<file path="src/hdl/qmtl_pkg.sv">
// Package for the quad motor trim learner: fixed-point constants, codes and
// the payload and state structures shared by every file of the block.
// Depends on nothing.
`timescale 1ns / 1ps

package qmtl_pkg;

  localparam int unsigned MOTOR_COUNT = 4;
  localparam int unsigned FRAC_BITS   = 16;
  localparam int unsigned Q_W         = FRAC_BITS + 1;
  localparam int unsigned CMD_W       = 16;
  localparam int unsigned HOLD_W      = 7;
  localparam int unsigned ACC_W       = 2 * Q_W;
  localparam int unsigned AVG_W       = ACC_W - FRAC_BITS;

  localparam longint unsigned ONE_L   = 64'd1 << FRAC_BITS;
  localparam longint unsigned W_OLD_L = (ONE_L * 95 + 50) / 100;

  localparam logic [Q_W-1:0] ONE       = Q_W'(ONE_L);
  localparam logic [Q_W-1:0] HALF      = Q_W'(ONE_L >> 1);
  localparam logic [Q_W-1:0] W_OLD     = Q_W'(W_OLD_L);
  localparam logic [Q_W-1:0] W_NEW     = Q_W'(ONE_L - W_OLD_L);
  localparam logic [Q_W-1:0] TRIM_MIN  = Q_W'((ONE_L * 85 + 50) / 100);
  localparam logic [Q_W-1:0] THR_LIMIT = Q_W'((ONE_L * 99) / 100);

  localparam logic [HOLD_W-1:0] HOLD_START = HOLD_W'(49);
  localparam logic [HOLD_W-1:0] HOLD_END   = HOLD_W'(99);

  typedef logic [Q_W-1:0]                      q_t;
  typedef logic signed [CMD_W-1:0]             cmd_t;
  typedef logic [MOTOR_COUNT-1:0][Q_W-1:0]     trim_vec_t;

  typedef enum logic [0:0] {
    CFG_TRIM_ENABLE    = 1'b0,
    CFG_LEARN_ASSIGNED = 1'b1
  } cfg_idx_e;

  typedef enum logic [1:0] {
    STATUS_NEVER    = 2'd0,
    STATUS_ACTIVE   = 2'd1,
    STATUS_RELEASED = 2'd2
  } status_e;

  typedef struct packed {
    logic trim_enable;
    logic learn_mode_assigned;
  } cfg_t;

  typedef struct packed {
    logic armed;
    logic learn_active;
    q_t   throttle;
    cmd_t roll_cmd;
    cmd_t pitch_cmd;
    cmd_t yaw_cmd;
    q_t   motor_out_0;
    q_t   motor_out_1;
    q_t   motor_out_2;
    q_t   motor_out_3;
  } in_item_t;

  typedef struct packed {
    q_t      trim_0;
    q_t      trim_1;
    q_t      trim_2;
    q_t      trim_3;
    logic    trim_updated;
    status_e trim_status;
  } out_item_t;

  typedef struct packed {
    logic [HOLD_W-1:0] hold_count;
    status_e           phase;
    trim_vec_t         trim;
  } learn_state_t;

endpackage

</file>
<file path="src/hdl/qmtl_in_if.sv">
// Valid/ready channel carrying one control tick into the trim learner.
// Depends on qmtl_pkg.
`timescale 1ns / 1ps

interface qmtl_in_if;
  logic               valid;
  logic               ready;
  qmtl_pkg::in_item_t payload;

  modport source (output valid, output payload, input ready);
  modport sink (input valid, input payload, output ready);
endinterface

</file>
<file path="src/hdl/qmtl_out_if.sv">
// Valid/ready channel carrying one trim result out of the trim learner.
// Depends on qmtl_pkg.
`timescale 1ns / 1ps

interface qmtl_out_if;
  logic                valid;
  logic                ready;
  qmtl_pkg::out_item_t payload;

  modport source (output valid, output payload, input ready);
  modport sink (input valid, input payload, output ready);
endinterface

</file>
<file path="src/hdl/qmtl_update.sv">
// Next-state and result logic for one tick: hold test, counter, weighted
// trim average with clamp, and levelling so the tallest trim is full scale.
// Depends on qmtl_pkg.
`timescale 1ns / 1ps

module qmtl_update (
  input  qmtl_pkg::cfg_t         cfg_i,
  input  qmtl_pkg::learn_state_t state_i,
  input  qmtl_pkg::in_item_t     item_i,
  output qmtl_pkg::learn_state_t state_o,
  output qmtl_pkg::out_item_t    result_o
);
  import qmtl_pkg::*;

  q_t                motor    [MOTOR_COUNT];
  logic [ACC_W-1:0]  acc      [MOTOR_COUNT];
  logic [AVG_W-1:0]  avg      [MOTOR_COUNT];
  q_t                clamped  [MOTOR_COUNT];
  q_t                tallest;
  q_t                raise;
  logic              gate;
  logic              centred;
  logic              hold;
  logic [HOLD_W-1:0] cnt_next;
  logic              do_trim;

  assign motor[0] = item_i.motor_out_0;
  assign motor[1] = item_i.motor_out_1;
  assign motor[2] = item_i.motor_out_2;
  assign motor[3] = item_i.motor_out_3;

  // Weighted average rounded to nearest, then held within the trim range.
  always_comb begin
    for (int i = 0; i < MOTOR_COUNT; i++) begin
      acc[i] = ACC_W'(state_i.trim[i]) * ACC_W'(W_OLD)
             + ACC_W'(motor[i]) * ACC_W'(W_NEW) + ACC_W'(HALF);
      avg[i] = acc[i][ACC_W-1:FRAC_BITS];
      if (avg[i] < AVG_W'(TRIM_MIN)) begin
        clamped[i] = TRIM_MIN;
      end else if (avg[i] > AVG_W'(ONE)) begin
        clamped[i] = ONE;
      end else begin
        clamped[i] = avg[i][Q_W-1:0];
      end
    end
  end

  always_comb begin
    tallest = clamped[0];
    for (int i = 1; i < MOTOR_COUNT; i++) begin
      if (clamped[i] > tallest) begin
        tallest = clamped[i];
      end
    end
    raise = ONE - tallest;
  end

  assign gate    = cfg_i.learn_mode_assigned & cfg_i.trim_enable & item_i.armed;
  assign centred = (item_i.roll_cmd == '0) && (item_i.pitch_cmd == '0) &&
                   (item_i.yaw_cmd == '0);
  assign hold    = item_i.learn_active && (item_i.throttle > THR_LIMIT) && centred;

  assign cnt_next = hold ? state_i.hold_count + HOLD_W'(1) : '0;
  assign do_trim  = gate && (cnt_next > HOLD_START);

  always_comb begin
    state_o = state_i;
    if (gate) begin
      state_o.hold_count = cnt_next;
      if (!hold && state_i.phase == STATUS_ACTIVE) begin
        state_o.phase = STATUS_RELEASED;
      end
    end
    if (do_trim) begin
      state_o.phase = STATUS_ACTIVE;
      if (cnt_next >= HOLD_END) begin
        state_o.hold_count = '0;
      end
      for (int i = 0; i < MOTOR_COUNT; i++) begin
        // No trim exceeds the tallest, so the sum stays within full scale.
        state_o.trim[i] = clamped[i] + raise;
      end
    end
  end

  always_comb begin
    result_o.trim_0       = state_o.trim[0];
    result_o.trim_1       = state_o.trim[1];
    result_o.trim_2       = state_o.trim[2];
    result_o.trim_3       = state_o.trim[3];
    result_o.trim_updated = do_trim;
    result_o.trim_status  = state_o.phase;
  end

endmodule

</file>
<file path="src/hdl/quad_motor_trim_learner.sv">
// Quad motor trim learner: one result request for every tick request taken.
// A tick is accepted in every cycle while the pipeline moves; it is held in
// an input register, evaluated combinationally against the learned state
// and placed in a result register, from which the result is presented; a
// stalled result holds the input register behind it. The combinational
// update of the counter, status and four trims from the registered tick
// sets the rate of one tick per cycle while the result is not stalled. The
// configuration bits should be written only while no tick is in flight.
// Depends on qmtl_pkg, qmtl_in_if, qmtl_out_if and qmtl_update.
`timescale 1ns / 1ps

module quad_motor_trim_learner (
  input  logic               clk_i,
  input  logic               rst_ni,
  input  logic               cfg_we_i,
  input  qmtl_pkg::cfg_idx_e cfg_idx_i,
  input  logic               cfg_data_i,
  qmtl_in_if.sink            in_i,
  qmtl_out_if.source         out_o
);
  import qmtl_pkg::*;

  cfg_t         cfg_q;
  logic         in_valid_q;
  in_item_t     in_item_q;
  logic         out_valid_q;
  out_item_t    out_item_q;
  learn_state_t state_q;
  learn_state_t state_d;
  out_item_t    result_d;
  logic         advance;

  assign advance     = in_valid_q && (!out_valid_q || out_o.ready);
  assign in_i.ready  = !in_valid_q || advance;
  assign out_o.valid = out_valid_q;
  assign out_o.payload = out_item_q;

  always_ff @(posedge clk_i or negedge rst_ni) begin
    if (!rst_ni) begin
      cfg_q <= '0;
    end else if (cfg_we_i) begin
      case (cfg_idx_i)
        CFG_TRIM_ENABLE:    cfg_q.trim_enable         <= cfg_data_i;
        CFG_LEARN_ASSIGNED: cfg_q.learn_mode_assigned <= cfg_data_i;
        default: ;
      endcase
    end
  end

  qmtl_update u_update (
    .cfg_i    (cfg_q),
    .state_i  (state_q),
    .item_i   (in_item_q),
    .state_o  (state_d),
    .result_o (result_d)
  );

  always_ff @(posedge clk_i or negedge rst_ni) begin
    if (!rst_ni) begin
      in_valid_q  <= 1'b0;
      out_valid_q <= 1'b0;
      state_q.hold_count <= '0;
      state_q.phase      <= STATUS_NEVER;
      for (int i = 0; i < MOTOR_COUNT; i++) begin
        state_q.trim[i] <= ONE;
      end
    end else begin
      if (in_i.ready) begin
        in_valid_q <= in_i.valid;
      end
      if (advance) begin
        out_valid_q <= 1'b1;
        state_q     <= state_d;
      end else if (out_o.ready) begin
        out_valid_q <= 1'b0;
      end
    end
  end

  always_ff @(posedge clk_i) begin
    if (in_i.ready && in_i.valid) begin
      in_item_q <= in_i.payload;
    end
    if (advance) begin
      out_item_q <= result_d;
    end
  end

  hold_count_range: assert property (@(posedge clk_i) disable iff (!rst_ni)
    state_q.hold_count <= HOLD_END)
    else $error("hold counter ran past its end value");

  for (genvar g = 0; g < MOTOR_COUNT; g++) begin : g_trim_chk
    trim_range: assert property (@(posedge clk_i) disable iff (!rst_ni)
      (state_q.trim[g] >= TRIM_MIN) && (state_q.trim[g] <= ONE))
      else $error("stored trim left its permitted range");
  end

  update_levels: assert property (@(posedge clk_i) disable iff (!rst_ni)
    out_valid_q && out_item_q.trim_updated |->
      (out_item_q.trim_status == STATUS_ACTIVE) &&
      ((out_item_q.trim_0 == ONE) || (out_item_q.trim_1 == ONE) ||
       (out_item_q.trim_2 == ONE) || (out_item_q.trim_3 == ONE)))
    else $error("trim update did not level to full scale or set status");

  no_drop: assert property (@(posedge clk_i) disable iff (!rst_ni)
    out_valid_q && !out_o.ready |=> out_valid_q && $stable(out_item_q))
    else $error("pending result was lost or changed while stalled");

endmodule
</file>
<file path="src/flat_wrapper.sv">
// flat-port wrapper written by rule: the top's interface ports become plain ports
module quad_motor_trim_learner_flat import qmtl_pkg::*;
  (clk_i, rst_ni, cfg_we_i, cfg_idx_i, cfg_data_i, in_i_valid, in_i_payload, in_i_ready, out_o_valid, out_o_payload, out_o_ready);
  qmtl_in_if in_i_i ();
  qmtl_out_if out_o_i ();
  input  logic clk_i;
  input  logic rst_ni;
  input  logic cfg_we_i;
  input  qmtl_pkg::cfg_idx_e cfg_idx_i;
  input  logic cfg_data_i;
  input wire logic [$bits(in_i_i.valid)-1:0] in_i_valid;
  input wire logic [$bits(in_i_i.payload)-1:0] in_i_payload;
  output wire logic [$bits(in_i_i.ready)-1:0] in_i_ready;
  output wire logic [$bits(out_o_i.valid)-1:0] out_o_valid;
  output wire logic [$bits(out_o_i.payload)-1:0] out_o_payload;
  input wire logic [$bits(out_o_i.ready)-1:0] out_o_ready;
  assign in_i_i.valid = in_i_valid;
  assign in_i_i.payload = in_i_payload;
  assign in_i_ready = in_i_i.ready;
  assign out_o_valid = out_o_i.valid;
  assign out_o_payload = out_o_i.payload;
  assign out_o_i.ready = out_o_ready;
  quad_motor_trim_learner u_core (.clk_i(clk_i), .rst_ni(rst_ni), .cfg_we_i(cfg_we_i), .cfg_idx_i(cfg_idx_i), .cfg_data_i(cfg_data_i), .in_i(in_i_i), .out_o(out_o_i));
endmodule
</file>
<file path="config.mk">
export PLATFORM = sky130hd
export DESIGN_NAME = quad_motor_trim_learner_flat
export DESIGN_NICKNAME = d
export VERILOG_FILES = /design/src/hdl/qmtl_pkg.sv /design/src/hdl/qmtl_in_if.sv /design/src/hdl/qmtl_out_if.sv /design/src/hdl/qmtl_update.sv /design/src/hdl/quad_motor_trim_learner.sv /design/src/flat_wrapper.sv
export SDC_FILE = /design/constraint.sdc
export NUM_CORES = 2
export LEC_CHECK = 0
export BUFFER_PORTS_ARGS = -buffer_cell sky130_fd_sc_hd__buf_2
export CORE_MARGIN = 5
export CORE_UTILIZATION = 59
export DETAILED_ROUTE_END_ITERATION = 16
export PLACE_DENSITY_LB_ADDON = 0.08
export SLEW_MARGIN = 15
export SYNTH_ARGS = -nofsm -noshare
export SYNTH_HDL_FRONTEND = slang
export SYNTH_HIERARCHICAL = 1
export SYNTH_SLANG_ARGS = --single-unit
export TNS_END_PERCENT = 10
</file>
<file path="constraint.sdc">
create_clock -name clk_i -period 17.8 [get_ports clk_i]
set_clock_uncertainty 0.2 [all_clocks]
set_input_delay 5.34 -clock clk_i [delete_from_list [all_inputs] [get_ports clk_i]]
set_output_delay 5.34 -clock clk_i [all_outputs]
set_load 0.1 [all_outputs]
</file>
## Word level (Yosys, flattened, before mapping)

Cells that the tools add are included.

| word-level totals | value |
|---|---|
| bits in registers | 287 |
| latch bits | 0 |
| memory bits (writable) | 0 |
| ROM bits | 0 |
| bits of input ports | 142 |
| word-level logic and storage cells | 103 |
| memories | 0 |

| operators by class | value |
|---|---|
| $add $sub $neg | 14 |
| $mul | 8 |
| divide/modulo/power cells | 0 |
| order comparisons | 14 |
| eq/ne operators | 1 |
| shift operators | 0 |
| mux-type cells | 18 |
| bitwise operators | 3 |
| reduce and logical (&&, ||, !) cells | 19 |

Operator list:

| operator | number |
|---|---|
| 17-bit two-way mux | 11 |
| 33-bit by 29-bit adder with 34-bit output | 4 |
| 34-bit by 16-bit adder with 34-bit output (second input constant) | 4 |
| 17-bit by 16-bit multiplier with 33-bit output (second input constant) | 4 |
| 17-bit by 12-bit multiplier with 29-bit output (second input constant) | 4 |
| 77-bit two-way mux | 1 |
| 18-bit by 17-bit greater-than comparator with 1-bit output (second input constant) | 4 |
| 18-bit by 16-bit < comparator with 1-bit output (second input constant) | 4 |
| 17-bit adder | 4 |
| 17-bit greater-than comparator | 3 |
| 16-bit logical NOT | 3 |
| 17-bit by 16-bit greater-than comparator with 1-bit output (second input constant) | 1 |
| 17-bit subtractor (first input constant) | 1 |
| 7-bit two-way mux | 2 |
| 9-bit two-way mux | 1 |
| 1-bit logical AND | 8 |
| 7-bit by 1-bit adder with 7-bit output (second input constant) | 1 |
| 7-bit greater-or-equal comparator (second input constant) | 1 |
| 7-bit by 6-bit greater-than comparator with 1-bit output (second input constant) | 1 |
| 2-bit AND reduction | 2 |
| 1-bit logical NOT | 3 |
| 1-bit bitwise AND | 2 |
| 2-bit by 1-bit == test with 1-bit output (second input constant) | 1 |
| 1-bit logical OR | 2 |
| other kinds (4) | 5 |

## Logic depth before layout (Yosys ltp)

| logic depth | value |
|---|---|
| word-level depth | 15 |
| mapped depth | 86 |
| mapped depth without buffers | 79 |

## Hierarchy

The synthesis kept the hierarchy.

By module, submodules not included:

| module | instances | cells each | area each (µm²) |
|---|---|---|---|
| qmtl_update | 1 | 5,226 | 48,153.7 |
| quad_motor_trim_learner | 1 | 383 | 9,302.7 |

## Worst setup path after synthesis

Ideal clock, no wire load.

| timing | value |
|---|---|
| path type | register to register |
| start | reg u_core/state_q[0] (netlist name) |
| end | reg u_core/state_q[67] (netlist name) |
| arrival time | 17.577 ns |
| setup slack | -0.059 ns |
| cell stages (with the launch flop) | 78 |
| clock period less this slack | 17.859 ns |
| path through | dfrtp_1 > inv_1 > fa_1 > inv_1 > fa_1 > fa_1 > fa_1 > fa_1 > fa_1 > fa_1 > fa_1 > ha_1 > buf_2 > a21oi_2 > o221ai_1 > a221oi_2 > o21a_2 > a2bb2oi_1 > (+42 left out) > xnor2_1 > ha_1 > nor2b_1 > o21ai_0 > a21boi_0 > o21a_1 > o21ai_0 > a21oi_1 > o31ai_1 > nand2b_1 > a21oi_1 > o211ai_1 > a31o_2 > xnor2_1 > xnor2_1 > mux2_2 > buf_4 > mux2_2 |

RTL lines:

| item | RTL line | RTL |
|---|---|---|
| from (decl) | quad_motor_trim_learner.sv:28 | `learn_state_t state_q;` |
| from (signal assigned) | quad_motor_trim_learner.sv:73 | `state_q <= state_d;` |

==> Implementation_results.wiki <==
{| class="wikitable"
! Metric !! Value
|-
| Clock input transition at the sequential cells of the worst setup and hold paths || 70 ps
|-
| Count of buffer and inverter cells on the critical path || 9
|-
| Tightest slew margin relative to the limit || 26.05%
|-
| DIE WIDTH || approximately 320 um
|-
| Critical path's most frequent cell || sky130_fd_sc_hd__o21a_1
|-
| Cells on Worst Hold Path || 1
|-
| Post-Route Hold Slack || 309.9 ps
|-
| Per-cell routed wire length || roughly 21 um
|-
| Worst Reg2Reg Path Length in Cells || 73
|-
| Residual overflow from global routing || 0
|-
| Total global-route track usage || between 20 and 30%
|-
| F_max || about 58 MHz
|-
| Final Wtd Congestion || a little under 1
|-
| Area growth syn-to-layout || 7.944%
|-
| Combined area of all synthesized cells || approximately 0.057 mm^2
|-
| Proportion of synthesized flip-flops having asynchronous set or reset || ~28%
|-
| Fin nets || 7946
|-
| Number of detailed-route iterations in the first pass || 7
|-
| Initial Util || between 50% and 60%
|-
| Antenna violation net count after detailed routing || 0
|-
| CTS H-tree lvls || 2
|-
| P per Cell Area || approximately 150 mW/mm^2
|-
| Reg-to-reg endpoint || u_core/state_q[67]
|-
| Sw power || just over 5000 uW
|-
| Skew-Pair Late Insertion Delay || around 640 ps
|-
| Buffers added on ports || ~210
|-
| Arrival time at the worst endpoint || about 18000 ps
|-
| Slowest stage cell on the critical path || sky130_fd_sc_hd__or4_1
|-
| Sum of internal, switching and leakage power || around 9000 uW
|-
| Vertical die dimension || 322.1 um
|-
| Root buffer cell || sky130_fd_sc_hd__clkbuf_16
|-
| Maximum number of pins on one net before global-route repair || between 70 and 80
|-
| Maximum cell stage delay along the critical path || 590 ps
|-
| Multi-input gate area in the final layout || 0.04366 mm^2
|-
| Core footprint || approximately 0.097 mm^2
|-
| Capturing element type of the critical path || flip-flop
|-
| Remaining design rule violation count || 0
|-
| Total I/O pin count || between 200 and 250
|-
| Maximum net fanout on the critical path || 13
|-
| Pin slew with the least headroom to its limit || between 1000 and 1500 ps
|-
| Clk sinks || 287
|-
| Part of the power in combinational logic || ~82%
|-
| DRT iter0 DRCs || around 2.1k
|-
| Main area contributors after synthesis || sky130_fd_sc_hd__fa_1 31%, sky130_fd_sc_hd__ha_1 24%, sky130_fd_sc_hd__edfxtp_1 11%
|-
| Required time worst endpoint || around 18000 ps
|-
| Sink of the worst hold path || u_core/cfg_q[1]
|-
| Area share of the largest cell type after synthesis || between 30 and 40%
|-
| Final Routed Wirelength || roughly 150000 um
|-
| First-pass GRT wire length || roughly 230000 um
|-
| Top cell types by occurrence after synthesis || 1388 x sky130_fd_sc_hd__inv_1, 1096 x sky130_fd_sc_hd__ha_1, 877 x sky130_fd_sc_hd__fa_1
|-
| Fraction of power consumed by the clock network || around a tenth
|-
| Number of hold violations in the final report || 0
|-
| Warnings, synthesis || 6
|-
| Register area share after synthesis || between 10 and 15%
|-
| Vias after detailed routing || a little under 40k
|-
| Cell Int Power || 4203 uW
|-
| Sum of net half-perimeters after detailed placement || roughly 130000 um
|-
| Flop pwr share || around 8.5%
|-
| Count leader, synth || sky130_fd_sc_hd__inv_1
|-
| Critical path class || reg2reg
|-
| Clock tree from TritonCTS || done
|-
| Launching element type of the critical path || flip-flop
|-
| Run status || completed
|-
| Cell accounting for the most synthesized area || sky130_fd_sc_hd__fa_1
|-
| Area occupied by registers || a little over 0.008 mm^2
|-
| Hold crit path type || reg2reg
|-
| Switch share || 54.52%
|-
| Min cycle time layout || approximately 17000 ps
|-
| Pre-CTS setup slack || -220.1 ps
|-
| Dominant delay contributor by cell family on the critical path || compound AO/OA/AOI/OAI gates
|-
| Number of buffers on the longest clock path || 3
|-
| Count of mapped cells out of synthesis || roughly 5.6k
|-
| Number of library cell types mapped by synthesis || 120
|-
| Total of max-cap violations || 0
|-
| Fill count || between 8k and 9k
|-
| R2r startpoint || u_core/state_q[2]
|-
| Fin worst setup slack || ~660 ps
|-
| CTS Buf Count || 41
|-
| Number of enable-type register cells in the synthesized netlist || 206
|-
| Part of the cycle the worst path needs || between 90% and 100%
|-
| Site row count || 114
|-
| Final Setup Violations || 0
|-
| Post-Synthesis Mean Instance Area || 10.24 um^2
|-
| Final Max Slew Viols || 0
|-
| Worst ir drop on vdd || around 0.17 mV
|-
| Share of post-route cells with drive strength above 1 || about 11%
|-
| Most instantiated flip-flop cell in the synthesis netlist || sky130_fd_sc_hd__edfxtp_1
|-
| Min-delay src || u_core/cfg_q[1]
|-
| Leakage power summed over all cells || 0.03264 uW
|-
| Die area || around 0.10 mm^2
|-
| Via count of the first global-routing pass || 42.51k
|-
| Initial antenna violation count || 3
|-
| Reg2reg setup slack || ~660 ps
|-
| DR vias/cell || around 5.6
|-
| Diode count || 0
|-
| Synth Register Bits || roughly 290
|}
==> how the worst max path moves through the flow <==
stage | cells past startpoint | start | slack [ps] | end
floorplan | 75 | u_core/state_q[0] | 5 | u_core/state_q[67]
global placement | 71 | u_core/state_q[21] | -50 | u_core/state_q[15]
detailed placement | 71 | u_core/state_q[21] | -220 | u_core/state_q[16]
CTS | 72 | u_core/state_q[19] | 2 | u_core/state_q[67]
global route | 75 | u_core/state_q[32] | -70 | u_core/state_q[67]
finish | 73 | u_core/state_q[2] | 660 | u_core/state_q[67]
==> sequential cells by signal (all words and copies together) (netlist names) <==
| name | flops |
|---|---|
| u_core/cfg_q | 2 |
| u_core/in_valid_q | 1 |
| u_core/out_o.payload | 71 |
| u_core/out_o.valid | 1 |
| u_core/state_q | 77 |
| u_core/in_item_q | 135 |
==> repair_timing <==
| action | in CTS | in global routing |
|---|---|---|
| buffers inserted | 0 | 25 |
| pin swaps | 0 | 10 |
| hold buffers | 0 | 0 |
| resized for setup | 6 | 119 |
| setup endpoints to repair | 17 | 71 |
==> per-layer routing <==
layer  share of wire, %  vias to the layer above  wire length, um  GRT usage [%]
met5             0.0087                        -               13              0
met4                3.8                        2             5607          9.483
met3                5.0                      265             7465          4.643
met2                 48                      914            71130          48.94
met1                 43                    19730            64710          39.16
li1                   -                    18810                -              -
==> area by class of cell <==
type	instances	share of cell area, %
clock inverters	30	0.5306
well taps	1276	2.574
inverters	1391	8.427
flip-flops and latches	287	13.28
multi-input cells	3782	70.39
clock buffers	46	1.685
repair buffers	328	3.117
==> worst register-to-register path: cells and delay by family, from the launching register on <==
kind / cells / cell delay, ps
simple gates: 9 / 1860
mux: 2 / 550
compound gates: 37 / 7060
buf+inv: 9 / 1320
flops: 1 / 460
xor+xnor: 3 / 380
fa+ha+maj: 13 / 5250
==> power groups by stage <==
stage | clock, uW | sequential, uW | combinational [uW]
final | 866 | 784 | 7590
after global routing | 919 | 787 | 8440
after CTS | 895 | 785 | 7250
after detailed placement | 0 | 798 | 7180
after global placement | 0 | 798 | 7140
after floorplan | 0 | 859 | 5170
==> cells by family (layout without fill, tap and decap cells) <==
logic type | after synthesis | count (layout) | share of synthesized area, %
adders and majority gates | 1973 | 1973 | 54.42
buffers and inverters | 1543 | 1795 | 10.70
AOI/OAI and AO/OA | 790 | 790 | 9.392
and+or+nand+nor | 751 | 751 | 6.585
DFF | 287 | 287 | 14.30
xor gates and xnor gates | 159 | 159 | 2.437
muxes | 105 | 105 | 2.156
other | 1 | 4 | 0.006527
==> stage by stage <==
| step | cell area, um^2 | TNS [ps] | utilization (%) | instances |
|---|---|---|---|---|
| after floorplan | 57470 | 0 | - | 5612 |
| after global placement | 59910 | -116.0 | 61.95 | 7039 |
| after detailed placement | 59910 | -979.9 | 61.95 | 7039 |
| after CTS | 61320 | 0 | 63.41 | 7115 |
| after global routing | 62020 | -105.7 | 64.13 | 7140 |
| final | 62020 | 0 | 64.13 | 7140 |
==> cell usage in the layout, fill, tap and decap left out, types with 23 or more instances in the layout <==
cell / n
sky130_fd_sc_hd__inv_1: 1385
sky130_fd_sc_hd__ha_1: 1075
sky130_fd_sc_hd__fa_1: 877
sky130_fd_sc_hd__nand2_1: 225
sky130_fd_sc_hd__buf_2: 213
sky130_fd_sc_hd__edfxtp_1: 206
sky130_fd_sc_hd__a21oi_1: 181
sky130_fd_sc_hd__nor2_1: 151
sky130_fd_sc_hd__o21ai_0: 149
sky130_fd_sc_hd__buf_4: 114
sky130_fd_sc_hd__xnor2_1: 87
sky130_fd_sc_hd__a21o_1: 72
sky130_fd_sc_hd__nand3_1: 71
sky130_fd_sc_hd__mux2_2: 70
sky130_fd_sc_hd__dfrtp_1: 64
sky130_fd_sc_hd__xor2_1: 64
sky130_fd_sc_hd__o21a_1: 42
sky130_fd_sc_hd__clkbuf_16: 41
sky130_fd_sc_hd__nor3_1: 41
sky130_fd_sc_hd__nand4_1: 35
sky130_fd_sc_hd__o211ai_1: 29
sky130_fd_sc_hd__nor4_1: 29
sky130_fd_sc_hd__o21bai_1: 27
sky130_fd_sc_hd__and3_1: 26
sky130_fd_sc_hd__and2_1: 25
sky130_fd_sc_hd__nand2b_1: 24
sky130_fd_sc_hd__nor2b_1: 23
sky130_fd_sc_hd__a211oi_1: 23
Power figures use the tool's default switching activity.
